--- src/sv/qacc_div_cell.sv ---
// ---------------------------------------------------------------------------
// Quad angle check divider cell
// One restoring division step: decides one quotient bit and passes the
// partial remainder on. An inactive cell only carries its word.
// ---------------------------------------------------------------------------
module qacc_div_cell #(
  parameter int RW     = 69,
  parameter int BW     = 34,
  parameter int QB     = 19,
  parameter int SHIFT  = 0,
  parameter bit ACTIVE = 1'b1,
  parameter int TW     = 22
) (
  input  logic          clk,
  input  logic          load,
  input  logic [RW-1:0] rem_in,
  input  logic [BW-1:0] den_in,
  input  logic [QB-1:0] quot_in,
  input  logic [TW-1:0] tag_in,
  output logic [RW-1:0] rem_out,
  output logic [BW-1:0] den_out,
  output logic [QB-1:0] quot_out,
  output logic [TW-1:0] tag_out
);

  logic [RW-1:0] dsh;
  logic [RW:0]   diff;
  logic          take;
  logic [RW-1:0] rem_next;
  logic [QB-1:0] quot_next;

  // Subtract the shifted divisor when it fits.
  always_comb begin
    dsh       = RW'(den_in) << SHIFT;
    diff      = {1'b0, rem_in} - {1'b0, dsh};
    take      = ACTIVE && !diff[RW];
    rem_next  = take ? diff[RW-1:0] : rem_in;
    quot_next = quot_in;
    if (take) begin
      quot_next[SHIFT] = 1'b1;
    end
  end

  always_ff @(posedge clk) begin
    if (load) begin
      rem_out  <= rem_next;
      den_out  <= den_in;
      quot_out <= quot_next;
      tag_out  <= tag_in;
    end
  end

endmodule
--- config.mk ---
export PLATFORM = sky130hd
export DESIGN_NAME = qacc_div_cell
export DESIGN_NICKNAME = d
export VERILOG_FILES = /design/src/sv/qacc_div_cell.sv
export SDC_FILE = /design/constraint.sdc
export NUM_CORES = 1
export LEC_CHECK = 0
export BUFFER_PORTS_ARGS = -buffer_cell sky130_fd_sc_hd__clkbuf_2
export CORE_UTILIZATION = 41
export DETAILED_ROUTE_END_ITERATION = 6
export GPL_TIMING_DRIVEN = 0
export PLACE_DENSITY = 0.68
export SLEW_MARGIN = 20
export SYNTH_ARGS = -nofsm -noshare
export SYNTH_HDL_FRONTEND = slang
export SYNTH_SLANG_ARGS = --single-unit
--- constraint.sdc ---
create_clock -name clk -period 4.5 [get_ports clk]
set_input_delay 1.125 -clock clk [delete_from_list [all_inputs] [get_ports clk]]
set_output_delay 1.125 -clock clk [all_outputs]
set_load 0.05 [all_outputs]
==> results.toml <==
[yosys]
synth-edff-count = 144
synth-simple-area-share_pct = 15.0
synthesis.area_um2 = 7860
yosys.area_share.xor_xnor_pct = 6.57
synthArstFlopShare_pct = 0
ys_types = 70
yosysSeqAreaShare_pct = 55.0
yosysWarnings = 0
synth-compound-area-share_pct = 13.9
synth_top_family_by_area = "simple AND/OR/NAND/NOR gates"
synth_adder_area_share_pct = 5.67
avgSynthCellArea_um2 = 11.1
synthesis.nets = 888
synthCells = 707
ys_seq_elements = 144
ys.flop_type = "edfxtp_1"
synthMuxAreaShare_pct = 0.143

[finish]
antenna_cells = 0
nets = 1197
final_common_cell = "clkbuf_2"
mostFrequentLayoutCells = "clkbuf_2 (289), edfxtp_1 (144), nor2_1 (62)"
areaGrowthSynthToFinish_pct = 30.0
final_layout_size_suffix_gt1_share_pct = 34.2

[critical_path]
critPathMaxStageDelay_ns = 0.52
crit_path_end_kind = "flop"
path_delay_family = "compound AO/OA/AOI/OAI gates"
slowest_stage = "a211oi_1"
worst-endpoint-required_ns = 4.73
cp_max_fo = 10
critPathKind = "input pin to flop"
crit_chain = "clkbuf_2 > inv_1 > ha_1 > nor2b_1 > o2111ai_1 > a211oi_1 > o22ai_2 > a21oi_4 > a211o_1 > clkbuf_1 > buf_2 > nand3_1 > xnor2_1"
start_kind = "input pin"
cp_data_arrival_time_ns = 4.46
crit_buf_inv = 4

[floorplanning]
initial_core_util_pct = 41.9
die_area_um2 = 19700
rows = 50
die_y_um = 140
die_w_um = 140
core_um2 = 18800
io_pins = 290

[timing]
tns_ns = 0
relSlewSlack_pct = 25.5
setup_viol = 0
slew_viol_final = 0
hold_violations = 0
worst_pin_slew_ns = 1.12
period_needed_ns = 4.23
setup_slack_ns = 0.267
fmax_mhz = 236
period_share_pct = 94.1
rsz0062_at_grt = "false"

[clocking]
post_cts_buffers = 0
hold_buffers = 0
cts_root_buffer = "clkbuf_16"
cts.sink_count = 144
cts_tree = "yes"
cts_buffers = 17
h-tree-depth = 4
cts_buffer_depth = 2
clk_pin_slew_ns = 0.07

[global_routing]
grt_util_all_layers_pct = 21.9
met1_usage_pct = 27.9
grt_use_met3_pct = 5.57
grt_pass1_wl_mm = 33.2
grt_max_degree = 74
grt_busiest_layer = "met2"
grt_pass1_vias = 6481
overflow = 0
gr-usage-met2_pct = 35.7
antenna_found_initial = 0

[power]
ir_drop_mv = 0.258
power.static_leakage_nw = 4.41
cellPowerDensity_nw_per_um2 = 410

[placement]
dp_slack_ns = -0.324
dp_hpwl_mm = 16.7
portBuffers = 289
gp_congestion = 0.871

[route]
drc_errors = 0
viasPerCell = 5.33
vias = 6737
wl_mm = 21.9
antenna_left = 0
drt_first_iter_violations = 610
wl_per_cell_um = 17.3
drt-pass1-iter-count = 5

[run_status]
status = "completed"

[job]
drv_cap = 0

[worst_hold_path]
hold_path.class = "input pin to flop"
report_power, final:
group | switching, mW | internal [mW]
Combinational | 0.831 | 0.295
Clock | 0.615 | 0.779
Sequential | 0.0346 | 1.64
timing repair:
action                                 CTS  global route
setup endpoints to repair                0            36
resized for setup                        0             3
endpoints found under the hold margin    0             0
worst paths after layout:
path	start	to	depth (start not counted)
worst max-delay path	den_in[1]	rem_out[48]	13
worst min-delay path	tag_in[16]	tag_out[16]	1
area by class of cell:
| class | count | area, µm² |
|---|---|---|
| clock buffer | 18 | 429 |
| buffer | 28 | 123 |
| tap | 234 | 293 |
| timing repair buffer | 290 | 1480 |
| multi-input combinational | 491 | 3260 |
| sequential | 144 | 4320 |
| clock inverter | 14 | 145 |
| inverter | 44 | 165 |
| fill | 1719 | 8550 |
cell usage after synthesis, types with 3 or more instances:
master / count / area (µm²)
a211o_1: 3 / 26.3
a211oi_1: 6 / 45.0
a21boi_0: 3 / 22.5
a21o_1: 15 / 113
a21oi_1: 58 / 290
a21oi_2: 3 / 26.3
and2_1: 5 / 31.3
and3_1: 3 / 18.8
buf_2: 5 / 25.0
clkbuf_1: 21 / 78.8
edfxtp_1: 144 / 4320
ha_1: 34 / 425
inv_1: 44 / 165
nand2_1: 53 / 199
nand2b_1: 9 / 56.3
nand3_1: 14 / 70.1
nand4_1: 13 / 81.3
nor2_1: 62 / 233
nor3_1: 20 / 100
nor3b_1: 3 / 22.5
nor4_1: 11 / 68.8
o211ai_1: 9 / 67.6
o21a_1: 8 / 60.1
o21ai_0: 20 / 100
o21ai_1: 7 / 35.0
o21bai_1: 4 / 30.0
o31ai_1: 4 / 30.0
or2_2: 3 / 18.8
or3_1: 8 / 50.1
or3_2: 3 / 22.5
or3_4: 3 / 33.8
or4_1: 5 / 37.5
xnor2_1: 26 / 228
xor2_1: 33 / 289
layer usage:
layer,share of wire (%),up-vias
met4,2.5,0
met5,0,-
met3,7.5,36
met2,46,301
li1,-,3246
met1,44,3154
flip-flops by register name, indices dropped and copies added, names as in the netlist:
register and count:
quot_out 19, rem_out 69, den_out 34, tag_out 22
cells by family after synthesis:
kind of cell | Yosys count
AO/OA/AOI/OAI | 167
XOR/XNOR | 59
adder cells (fa/ha/maj) | 35
buffers and inverters | 72
flip-flops | 144
multiplexers | 1
AND/OR/NAND/NOR | 229
through the flow:
| stage | instances | hold slack (ns) | area, µm² | power, mW | util, % |
|---|---|---|---|---|---|
| 6_report | 1263 | 0.867 | 10200 | 4.19 | 54.4 |
| 3_5_place_dp | 1231 | 1.30 | 9640 | 2.82 | 51.3 |
| 2_1_floorplan | 707 | 1.22 | 7860 | 2.50 | - |
| 4_1_cts | 1263 | 0.853 | 10200 | 4.22 | 54.4 |
| 3_3_place_gp | 1230 | 1.30 | 9600 | 2.81 | 51.1 |
| 5_1_grt | 1263 | 0.860 | 10200 | 4.34 | 54.4 |
(Power assumes the default switching activity.)
