[src/sv/qacc_pkg.sv]
// ---------------------------------------------------------------------------
// Quad angle check package
// Shared constants, register codes and the arctangent table of the angle
// pipeline.
// ---------------------------------------------------------------------------
package qacc_pkg;

  // Fraction bits of the angle accumulator, in degrees.
  localparam int ANG_FRAC = 16;
  // Accumulator width: holds +/-270 degrees with 16 fraction bits.
  localparam int ZW = 26;
  // Width of one arctangent table entry.
  localparam int ATAN_W = 22;
  // Number of entries in the arctangent table.
  localparam int ATAN_LEN = 24;
  // Half an output degree, used for rounding.
  localparam int ROUND_HALF = 1 << (ANG_FRAC - 1);

  localparam logic [7:0] DEG_0   = 8'd0;
  localparam logic [7:0] DEG_90  = 8'd90;
  localparam logic [7:0] DEG_180 = 8'd180;

  // Accumulator start value after the quarter turn.
  localparam logic signed [ZW-1:0] Z_90 = ZW'(90 << ANG_FRAC);

  // Configuration register indexes.
  typedef enum logic [1:0] {
    REG_MIN_ANGLE    = 2'd0,
    REG_MAX_ANGLE    = 2'd1,
    REG_FRAME_WIDTH  = 2'd2,
    REG_FRAME_HEIGHT = 2'd3
  } cfg_reg_t;

  // atan(2^-i) in degrees, 16 fraction bits, rounded.
  function automatic logic [ATAN_W-1:0] atan_entry(input int unsigned idx);
    logic [ATAN_W-1:0] val;
    case (idx)
      0:       val = 22'd2949120;
      1:       val = 22'd1740967;
      2:       val = 22'd919879;
      3:       val = 22'd466945;
      4:       val = 22'd234379;
      5:       val = 22'd117304;
      6:       val = 22'd58666;
      7:       val = 22'd29335;
      8:       val = 22'd14668;
      9:       val = 22'd7334;
      10:      val = 22'd3667;
      11:      val = 22'd1833;
      12:      val = 22'd917;
      13:      val = 22'd458;
      14:      val = 22'd229;
      15:      val = 22'd115;
      16:      val = 22'd57;
      17:      val = 22'd29;
      18:      val = 22'd14;
      19:      val = 22'd7;
      20:      val = 22'd4;
      21:      val = 22'd2;
      22:      val = 22'd1;
      default: val = 22'd0;
    endcase
    return val;
  endfunction

endpackage

[src/sv/qacc_cordic_cell.sv]
// ---------------------------------------------------------------------------
// Quad angle check CORDIC cell
// One vectoring rotation of the angle pipeline, registered. An inactive
// cell only carries its word to the next one.
// ---------------------------------------------------------------------------
module qacc_cordic_cell
  import qacc_pkg::*;
#(
  parameter int XW     = 37,
  parameter int SHIFT  = 0,
  parameter bit ACTIVE = 1'b1,
  parameter int TW     = 9
) (
  input  logic                 clk,
  input  logic                 load,
  input  logic signed [XW-1:0] x_in,
  input  logic signed [XW-1:0] y_in,
  input  logic signed [ZW-1:0] z_in,
  input  logic [TW-1:0]        tag_in,
  output logic signed [XW-1:0] x_out,
  output logic signed [XW-1:0] y_out,
  output logic signed [ZW-1:0] z_out,
  output logic [TW-1:0]        tag_out
);

  logic signed [XW-1:0] xs;
  logic signed [XW-1:0] ys;
  logic signed [ZW-1:0] tz;
  logic signed [XW-1:0] x_next;
  logic signed [XW-1:0] y_next;
  logic signed [ZW-1:0] z_next;

  // Rotate toward the x axis by the direction of the sign of y.
  always_comb begin
    xs = x_in >>> SHIFT;
    ys = y_in >>> SHIFT;
    tz = ZW'(atan_entry(SHIFT));
    if (!ACTIVE) begin
      x_next = x_in;
      y_next = y_in;
      z_next = z_in;
    end else if (!y_in[XW-1]) begin
      x_next = x_in + ys;
      y_next = y_in - xs;
      z_next = z_in + tz;
    end else begin
      x_next = x_in - ys;
      y_next = y_in + xs;
      z_next = z_in - tz;
    end
  end

  always_ff @(posedge clk) begin
    if (load) begin
      x_out   <= x_next;
      y_out   <= y_next;
      z_out   <= z_next;
      tag_out <= tag_in;
    end
  end

endmodule

[config.mk]
export PLATFORM = sky130hd
export DESIGN_NAME = qacc_cordic_cell
export DESIGN_NICKNAME = d
export VERILOG_FILES = /design/src/sv/qacc_pkg.sv /design/src/sv/qacc_cordic_cell.sv
export SDC_FILE = /design/constraint.sdc
export NUM_CORES = 1
export LEC_CHECK = 0
export ABC_AREA = 1
export BUFFER_PORTS_ARGS = -buffer_cell sky130_fd_sc_hd__buf_2
export CAP_MARGIN = 20
export CORE_MARGIN = 2
export CORE_UTILIZATION = 37
export DETAILED_ROUTE_END_ITERATION = 8
export SLEW_MARGIN = 25
export SYNTH_ARGS = -nofsm -noshare
export SYNTH_HDL_FRONTEND = slang
export SYNTH_SLANG_ARGS = --single-unit
[constraint.sdc]
create_clock -name clk -period 4.6 [get_ports clk]
set_clock_uncertainty 0.05 [all_clocks]
set_input_delay 1.15 -clock clk [delete_from_list [all_inputs] [get_ports clk]]
set_output_delay 1.15 -clock clk [all_outputs]
set_load 0.05 [all_outputs]
==> impl_metrics.toml, run 1 <==
[route]
drc = 0
vias = 12300
post_drt_via_cell_ratio = 5.22
drt_iter0_markers = 1037
dr.pass1.iters = 6
routedWlPerCell_um = 18.8
detail-route-antenna-nets = 0
routed_wl_um = 44400

[finish]
fin_cells = 2358
stdcell_area_sq_um = 13400
mostFrequentLayoutCell = "nand2_1"
drive_gt1_share_pct = 14.8
n_antenna_cell = 0
regArea_sq_um = 3240
final_cell_mix = "nand2_1, inv_1, buf_2, nand3_1, nor2_1"
multiInputGateArea_sq_um = 7190
fill_cells = 3341
nNetsFinal = 2182
syn_to_final_growth_pct = 13.6

[placed_design]
place.gp.congestion = 0.976
dpl.cell_count = 2342
hpwl_um = 37700
postPlaceCellArea_sq_um = 13100
port_buffers = 219
pre_cts_ws_ps = 916

[yosys]
syn-num-nets = 1994
synth_area_leader_cell = "edfxtp_1"
ys.warnings.count = 0
synth.distinct_cells = 45
async_reset_ff_share_pct = 0
avgSynthCellArea_sq_um = 6.69
synth_area_sq_um = 11800
synth.area.top_cells = "edfxtp_1, nand2_1, ha_1, inv_1, nand3_1"
synth_edf_count = 108
netlist_instances = 1763
ys.flop_type = "edfxtp_1"
ys_ff_latch = 108
synth_top_area_share_pct = 27.5
ys_seq_area_share_pct = 27.5

[min_path]
hold_path_class = "in2reg"

[worst_setup_path]
cp_top_family = "compound AO/OA/AOI/OAI gates"
criticalPathCategory = "in2reg"
slowest_delay_ps = 550
cp.required_ps = 4690
setup.worst_path.start_class = "primary input"
critical_path.max_fanout = 10
worst-path-buf-inv = 3
worstPathArrival_ps = 3510
worst_setup_path_end_kind = "flop"
crit_chain = "buf_2 -> inv_1 -> ha_1 -> inv_1 -> a21oi_1 -> o21ai_0 -> a21oi_1 -> nand2_1 -> xor2_1 -> o21ai_0"
crit_path_top_delay_cell = "ha_1"

[clocking]
cts_tree = "built"
cts_root_buffer = "clkbuf_16"
htreeDepth = 3
cts.sinks = 108
cts_buffers = 9
ctsLongestPathBuffers = 2
clk_pin_slew_ps = 80
cts_hold_buf = 0
cts_setup_buffers = 0
cts.repair.resized = 0

[timing]
finalWorstSetupSlack_ps = 1190
setup_viol = 0
fmax_mhz = 293
finalCritPeriodShare_pct = 74.2
setup_tns_ps = 0
whs_ps = 900
min_period_ps = 3410
hold_violations = 0
slew_headroom_pct = 40.9
rsz0062_at_grt = "false"
drv_slew = 0
tightest_slew_ps = 886

[floorplanning]
die_area_sq_um = 33300
core_region_area_sq_um = 31500
fp.dieW_um = 183
rows = 65
die_y_um = 183
start_util_pct = 37.5
ioPinCount = 220

[power_and_ir_drop]
p_per_area_nw_per_um2 = 300
pwr-share-seq_pct = 32.1
p_leak_nw = 6.89
p_sw_share_pct = 47.6
ir_worst_vdd_mv = 0.185
pwr-share-clk_pct = 20.6
power.switching_w = 0.00191
p_int_w = 0.00211
pwr-share-comb_pct = 47.3

[grt]
first_global_vias = 11500
grt_max_degree = 57
grt_pass1_wl_um = 66500
antenna_found_initial = 0
grt.total_usage_pct = 26.4
grt_overflow = 0

[outcome]
status = "finished, final reports clean"

[job]
timing.max_cap.violations = 0
[through the flow]
stage                     total power (W)  util (%)
after floorplan                   0.00263         -
final                             0.00402      42.6
after global placement            0.00318      41.7
after CTS                         0.00401      42.6
after detailed placement          0.00319      41.7
after global routing              0.00423      42.6
[layout make-up]
| cell class | count | area share [%] |
|---|---|---|
| Clock buffer | 9 | 1.68 |
| Clock inverter | 7 | 0.504 |
| Inverter | 274 | 7.67 |
| Multi-Input combinational cell | 1333 | 53.6 |
| Sequential cell | 108 | 24.2 |
| Tap cell | 402 | 3.75 |
| Timing Repair Buffer | 225 | 8.62 |
[synthesized netlist by cell type, types with 3 or more instances]
| master | instances |
|---|---|
| a21o_1 | 5 |
| nand2_1 | 516 |
| buf_2 | 10 |
| buf_6 | 3 |
| a21boi_0 | 3 |
| a21oi_1 | 132 |
| xor2_1 | 35 |
| fa_1 | 4 |
| nand4_1 | 6 |
| xnor2_1 | 5 |
| inv_1 | 270 |
| buf_4 | 25 |
| a21oi_2 | 5 |
| inv_2 | 4 |
| o21ai_1 | 5 |
| nand3_1 | 155 |
| o21bai_1 | 20 |
| nand2_2 | 11 |
| nor2_2 | 9 |
| o22ai_1 | 8 |
| o21ai_0 | 98 |
| o211ai_1 | 3 |
| edfxtp_1 | 108 |
| a31oi_1 | 4 |
| nor2_4 | 5 |
| clkbuf_1 | 4 |
| nor2_1 | 151 |
| nand2_4 | 3 |
| nor3_1 | 15 |
| or2_2 | 3 |
| ha_1 | 116 |
| clkbuf_8 | 3 |
[flip-flops by register name, summed over array words and instances, names as in the netlist]
name and flops:
z_out 26, y_out 36, x_out 37, tag_out 9
[power by group through the flow]
stage | Combinational (W) | Clock, W | Sequential [W]
finish | 0.00190 | 0.000827 | 0.00129
global route | 0.00205 | 0.000874 | 0.00131
CTS | 0.00187 | 0.000838 | 0.00130
detailed placement | 0.00187 | 0 | 0.00132
global placement | 0.00187 | 0 | 0.00132
floorplan | 0.000871 | 0 | 0.00176
[routing by layer]
metal  track usage, %  share of wire, %  vias up  wire length [um]
met1             40.6                49     5638             21800
met2             38.7                40      583             17700
li1                 -                 -     6038                 -
met5                0                 0        -                 0
met4             6.87               2.2        0               974
met3             3.15               8.9       48              3950
[logic make-up (layout without fill, tap and decap cells)]
kind of cell | after synthesis | after routing | share of synthesized area, %
AO/OA/AOI/OAI | 288 | 288 | 13.4
XOR/XNOR | 40 | 40 | 2.97
adder cells (fa/ha/maj) | 120 | 120 | 13.0
buffers and inverters | 322 | 515 | 11.6
flip-flops | 108 | 108 | 27.5
multiplexers | 2 | 2 | 0.170
AND/OR/NAND/NOR | 883 | 883 | 31.4
[worst paths after layout]
kind	startpoint	endpoint	slack [ps]	depth (start not counted)
hold / removal	tag_in[8]	tag_out[8]	900	1
setup / recovery	x_in[10]	y_out[17]	1190	10
No activity file was read; power rests on OpenSTA's default activity.
==> run 2, diff against run 1 <==
--- a/config.mk
+++ b/config.mk
@@ -5,7 +5,7 @@
 export SDC_FILE = /design/constraint.sdc
 export NUM_CORES = 1
 export LEC_CHECK = 0
-export ABC_AREA = 1
+export ABC_AREA = 0
 export BUFFER_PORTS_ARGS = -buffer_cell sky130_fd_sc_hd__buf_2
 export CAP_MARGIN = 20
 export CORE_MARGIN = 2
==> constraint.sdc (replaced) <==
create_clock -name clk -period 3.54 [get_ports clk]
set_clock_uncertainty 0.05 [all_clocks]
set_input_delay 0.885 -clock clk [delete_from_list [all_inputs] [get_ports clk]]
set_output_delay 0.885 -clock clk [all_outputs]
set_load 0.05 [all_outputs]
==> impl_metrics.toml, run 2 <==
[finish]
drive_gt1_share_pct = 37.3
nNetsFinal = 1704
final_cell_mix = "buf_4, buf_2, a21oi_1, inv_1, edfxtp_1"
largest_register_ffs = 37
syn_to_final_growth_pct = 39.9
fin_cells = 1808
multiInputGateArea_sq_um = 6180
max_flop_register = "x_out"
top_regs = "x_out x37, y_out x36, z_out x26"
stdcell_area_sq_um = 13400
mostFrequentLayoutCell = "buf_4"
regArea_sq_um = 3240
fill_cells = 2343

[yosys]
synth.area.top_cells = "edfxtp_1, ha_1, a21oi_1, xnor2_1, inv_1"
yosysMostFrequentCell = "a21oi_1"
synth_edf_count = 108
ys_ff_latch = 108
synth.distinct_cells = 69
synth_top_area_share_pct = 33.8
synth_area_leader_cell = "edfxtp_1"
avgSynthCellArea_sq_um = 8.96
syn-num-nets = 1302
ys_seq_area_share_pct = 33.8
netlist_instances = 1071
synth_common_cells = "a21oi_1, inv_1, ha_1"
synth_area_sq_um = 9600
ys.flop_type = "edfxtp_1"
ys.warnings.count = 0
async_reset_ff_share_pct = 0

[route]
highest_layer = "met4"
wl_met3_um = 2200
routed_wl_um = 30500
drc = 0
wl_met1_um = 13700
vias = 9330
post_drt_via_cell_ratio = 5.16
dr_wl_met2_um = 14000
detail-route-antenna-nets = 0
routedWlPerCell_um = 16.9
drt_iter0_markers = 742
dr.pass1.iters = 6

[worst_setup_path]
worst-path-buf-inv = 2
cp_top_family = "compound AO/OA/AOI/OAI gates"
cp.required_ps = 3590
criticalPathCategory = "in2reg"
slowest_delay_ps = 390
worst-path-stages = 15
worst_setup_path_end_kind = "flop"
setup.worst_path.start_class = "primary input"
crit_path_top_delay_cell = "fa_2"
critical_path.max_fanout = 3
worstPathArrival_ps = 3670
crit_chain = "buf_6 -> buf_6 -> ha_4 -> fa_2 -> nand2b_4 -> a21oi_4 -> o41ai_4 -> a21oi_2 -> o221a_2 -> o31a_1 -> a21boi_2 -> o31a_1 -> o2111ai_2 -> o31ai_2 -> xnor2_1"

[grt]
grt_max_degree = 75
antenna_found_initial = 1
grt_pass1_wl_um = 46900
grt.total_usage_pct = 21.9
first_global_vias = 9176
grt_overflow = 0

[outcome]
violations = "negative setup slack"
status = "finished, violations left"

[timing]
drv_slew = 0
setup_viol = 3
slew_headroom_pct = 49.8
whs_ps = 644
min_period_ps = 3620
fmax_mhz = 276
setup_tns_ps = -145
hold_violations = 0
finalWorstSetupSlack_ps = -80.7
rsz0062_at_grt = "true"
finalCritPeriodShare_pct = 102
tightest_slew_ps = 753

[floorplanning]
fp.dieW_um = 165
core_region_area_sq_um = 25300
die_y_um = 165
rows = 58
die_area_sq_um = 27300
ioPinCount = 220
start_util_pct = 37.9

[min_path]
hold_path_class = "in2reg"
min_path_cells = 1

[clocking]
cts_buffers = 9
cts_tree = "built"
ctsLongestPathBuffers = 2
htreeDepth = 3
cts.sinks = 108
cts_hold_buf = 0
cts_root_buffer = "clkbuf_16"
clk_pin_slew_ps = 80

[power_and_ir_drop]
p_leak_nw = 6.23
p_per_area_nw_per_um2 = 397
ir_worst_vdd_mv = 0.277

[placed_design]
dpl.cell_count = 1774
place.gp.congestion = 0.929
hpwl_um = 24000
port_buffers = 219
postPlaceCellArea_sq_um = 12500

[job]
timing.max_cap.violations = 0
-- run 2: cell types whose count changed in the layout (fill, tap and decap cells not counted), moves of 42 or more --
| cell | change |
|---|---|
| xnor2_1 | +56 |
| inv_1 | -161 |
| nand3_1 | -138 |
| o21ai_0 | -42 |
| nor2_1 | -54 |
| nand2_1 | -483 |
| buf_4 | +215 |
-- run 2: kinds of logic (layout without fill, tap and decap cells) --
kind of cell / Yosys count / after routing / synth area share [%]
multiplexers: 20 / 20 / 2.10
buffers and inverters: 171 / 577 / 7.06
adder cells (fa/ha/maj): 120 / 120 / 16.0
XOR/XNOR: 79 / 79 / 7.21
AO/OA/AOI/OAI: 352 / 352 / 23.4
flip-flops: 108 / 108 / 33.8
AND/OR/NAND/NOR: 221 / 221 / 10.5
other: 0 / 1 / 0
-- run 2: routing by layer --
layer | up-vias | global-route usage [%]
met5 | - | 0
met4 | 0 | 6.60
met3 | 42 | 2.90
met2 | 317 | 36.0
met1 | 4385 | 30.1
li1 | 4586 | -
-- run 2: path summary, 6_finish.rpt --
kind    start   endpoint  slack, ps
min   z_in[1]   z_out[1]        640
max   y_in[0]  x_out[36]        -80
-- run 2: what timing repair did --
action | in CTS | in global routing
resized for setup | 55 | 54
gates cloned | 0 | 0
setup buffers | 13 | 7
endpoints found under the setup margin | 26 | 33
pin swaps | 36 | 48
-- run 2: cell type report --
class | instances | area share [%]
multi-input cells | 792 | 46.0
inverters | 120 | 3.45
diodes | 1 | 0.0186
repair buffers | 442 | 21.2
clock buffers | 9 | 1.68
clock inverters | 6 | 0.419
flip-flops and latches | 108 | 24.1
well taps | 330 | 3.07
-- run 2: metrics by stage --
stage / utilization [%] / power [W] / worst slack [ps]
6_report: 53.0 / 0.00533 / -80.7
5_1_grt: 53.0 / 0.00561 / -146
4_1_cts: 51.9 / 0.00527 / -100
3_5_place_dp: 49.4 / 0.00417 / -803
3_3_place_gp: 49.4 / 0.00416 / -790
2_1_floorplan: - / 0.00332 / -52.4
-- run 2: where the power goes --
group          switching (W)  internal (W)
Combinational        0.00166      0.000922
Sequential         0.0000488       0.00166
Clock               0.000546      0.000491
==> run 3, diff against run 2 <==
--- a/config.mk
+++ b/config.mk
@@ -9,7 +9,7 @@
 export BUFFER_PORTS_ARGS = -buffer_cell sky130_fd_sc_hd__buf_2
 export CAP_MARGIN = 20
 export CORE_MARGIN = 2
-export CORE_UTILIZATION = 37
+export CORE_UTILIZATION = 35
 export DETAILED_ROUTE_END_ITERATION = 8
 export SLEW_MARGIN = 25
 export SYNTH_ARGS = -nofsm -noshare
==> impl_metrics.toml, run 3 (synthesis gave the netlist of run 2 again) <==
[worst_setup_path]
crit_path_top_delay_cell = "o41ai_4"
slowest_delay_ps = 440
cp_top_family = "compound AO/OA/AOI/OAI gates"
crit_chain = "buf_6 -> buf_6 -> inv_4 -> ha_4 -> fa_2 -> nand2b_4 -> a21oi_4 -> o41ai_4 -> a21oi_2 -> o221a_2 -> o31a_1 -> a21boi_2 -> o31a_1 -> o2111ai_2 -> o31ai_2 -> xnor2_1"
criticalPathCategory = "in2reg"
worst-path-buf-inv = 3
critical_path.max_fanout = 2
setup.worst_path.start_class = "primary input"
worst-path-stages = 16
worstPathArrival_ps = 3720
worst_setup_path_end_kind = "flop"
cp.required_ps = 3600

[finish]
n_antenna_cell = 0
max_flop_register = "x_out"
top_regs = "x_out x37, y_out x36, z_out x26"
fill_cells = 2521
final_cell_mix = "buf_4, buf_2, a21oi_1, edfxtp_1, inv_1"
nNetsFinal = 1728
drive_gt1_share_pct = 39.7
mostFrequentLayoutCell = "buf_4"
largest_register_ffs = 37
post-route-util_pct = 51.3
syn_to_final_growth_pct = 44.1
fin_cells = 1842

[timing]
finalCritPeriodShare_pct = 104
hold_violations = 0
finalWorstSetupSlack_ps = -127
tightest_slew_ps = 642
slew_headroom_pct = 57.2
min_period_ps = 3670
setup_viol = 5
drv_slew = 0
fmax_mhz = 273
rsz0062_at_grt = "true"

[grt]
grt_overflow = 0
grt_max_degree = 50
grt_pass1_wl_um = 47900
antenna_found_initial = 0
grt.total_usage_pct = 21.1
first_global_vias = 9187

[route]
dr_wl_met2_um = 14600
routedWlPerCell_um = 17.1
vias = 9513
wl_met1_um = 14300
post_drt_via_cell_ratio = 5.16
drc = 0
wl_met3_um = 1860
routed_wl_um = 31500
dr.pass1.iters = 7
drt_iter0_markers = 597
highest_layer = "met4"
detail-route-antenna-nets = 0

[placed_design]
place.gp.congestion = 0.936
port_buffers = 219
hpwl_um = 24700
dpl.cell_count = 1785
pre_cts_ws_ps = -929

[clocking]
cts_root_buffer = "clkbuf_16"
ctsLongestPathBuffers = 2
cts_buffers = 9
clk_pin_slew_ps = 80
cts.sinks = 108
cts_tree = "built"
htreeDepth = 3
cts_hold_buf = 0

[power_and_ir_drop]
pwr-share-comb_pct = 49.1
pwr-share-clk_pct = 19.4
pwr-share-seq_pct = 31.5
power.switching_w = 0.00232
p_per_area_nw_per_um2 = 392
ir_worst_vdd_mv = 0.231
p_int_w = 0.00311
p_leak_nw = 6.39
p_sw_share_pct = 42.7

[floorplanning]
core_region_area_sq_um = 27000
die_area_sq_um = 28800
rows = 60
ioPinCount = 220
die_y_um = 170
fp.dieW_um = 170
start_util_pct = 35.6

[min_path]
hold_path_class = "in2reg"
min_path_cells = 1

[job]
timing.max_cap.violations = 0

[outcome]
violations = "negative setup slack"
status = "finished, violations left"
## run 3: path summary, 6_finish.rpt
check	slack (ps)	from	endpoint
setup / recovery	-130	x_in[0]	x_out[36]
hold / removal	640	tag_in[4]	tag_out[4]
## run 3: layout make-up
cell class | count | area (sq um) | area share (%)
clock inverters | 6 | 57.6 | 0.416
well taps | 341 | 427 | 3.08
flip-flops and latches | 108 | 3240 | 23.4
inverters | 120 | 465 | 3.36
multi-input cells | 792 | 6340 | 45.8
clock buffers | 9 | 225 | 1.63
repair buffers | 466 | 3070 | 22.2
## run 3: repair_timing
action,in CTS,in global routing
buffers inserted,14,31
pin swaps,37,64
resized for setup,56,101
setup endpoints to repair,26,27
## run 3: routing by layer
layer  up-vias  global-route usage [%]
li1       4636                       -
met1      4489                    28.4
met2       354                    35.5
met3        34                    2.50
met4         0                    6.35
met5         -                       0
## run 3: power by group through the flow
stage	clock (W)	combinational, W	sequential [W]
final	0.00105	0.00266	0.00171
after CTS	0.00108	0.00252	0.00171
after global placement	0	0.00241	0.00174
after floorplan	0	0.000919	0.00240
after global routing	0.00112	0.00284	0.00173
after detailed placement	0	0.00242	0.00174
## run 3: through the flow
stage | hold WS (ps) | cell area [sq um] | power, W | setup TNS (ps)
2_1_floorplan | 934 | 9680 | 0.00332 | -52.4
3_3_place_gp | 1010 | 12500 | 0.00415 | -16440
3_5_place_dp | 1010 | 12500 | 0.00416 | -18930
4_1_cts | 628 | 13200 | 0.00531 | -45.8
5_1_grt | 628 | 13800 | 0.00569 | -1410
6_report | 642 | 13800 | 0.00543 | -172
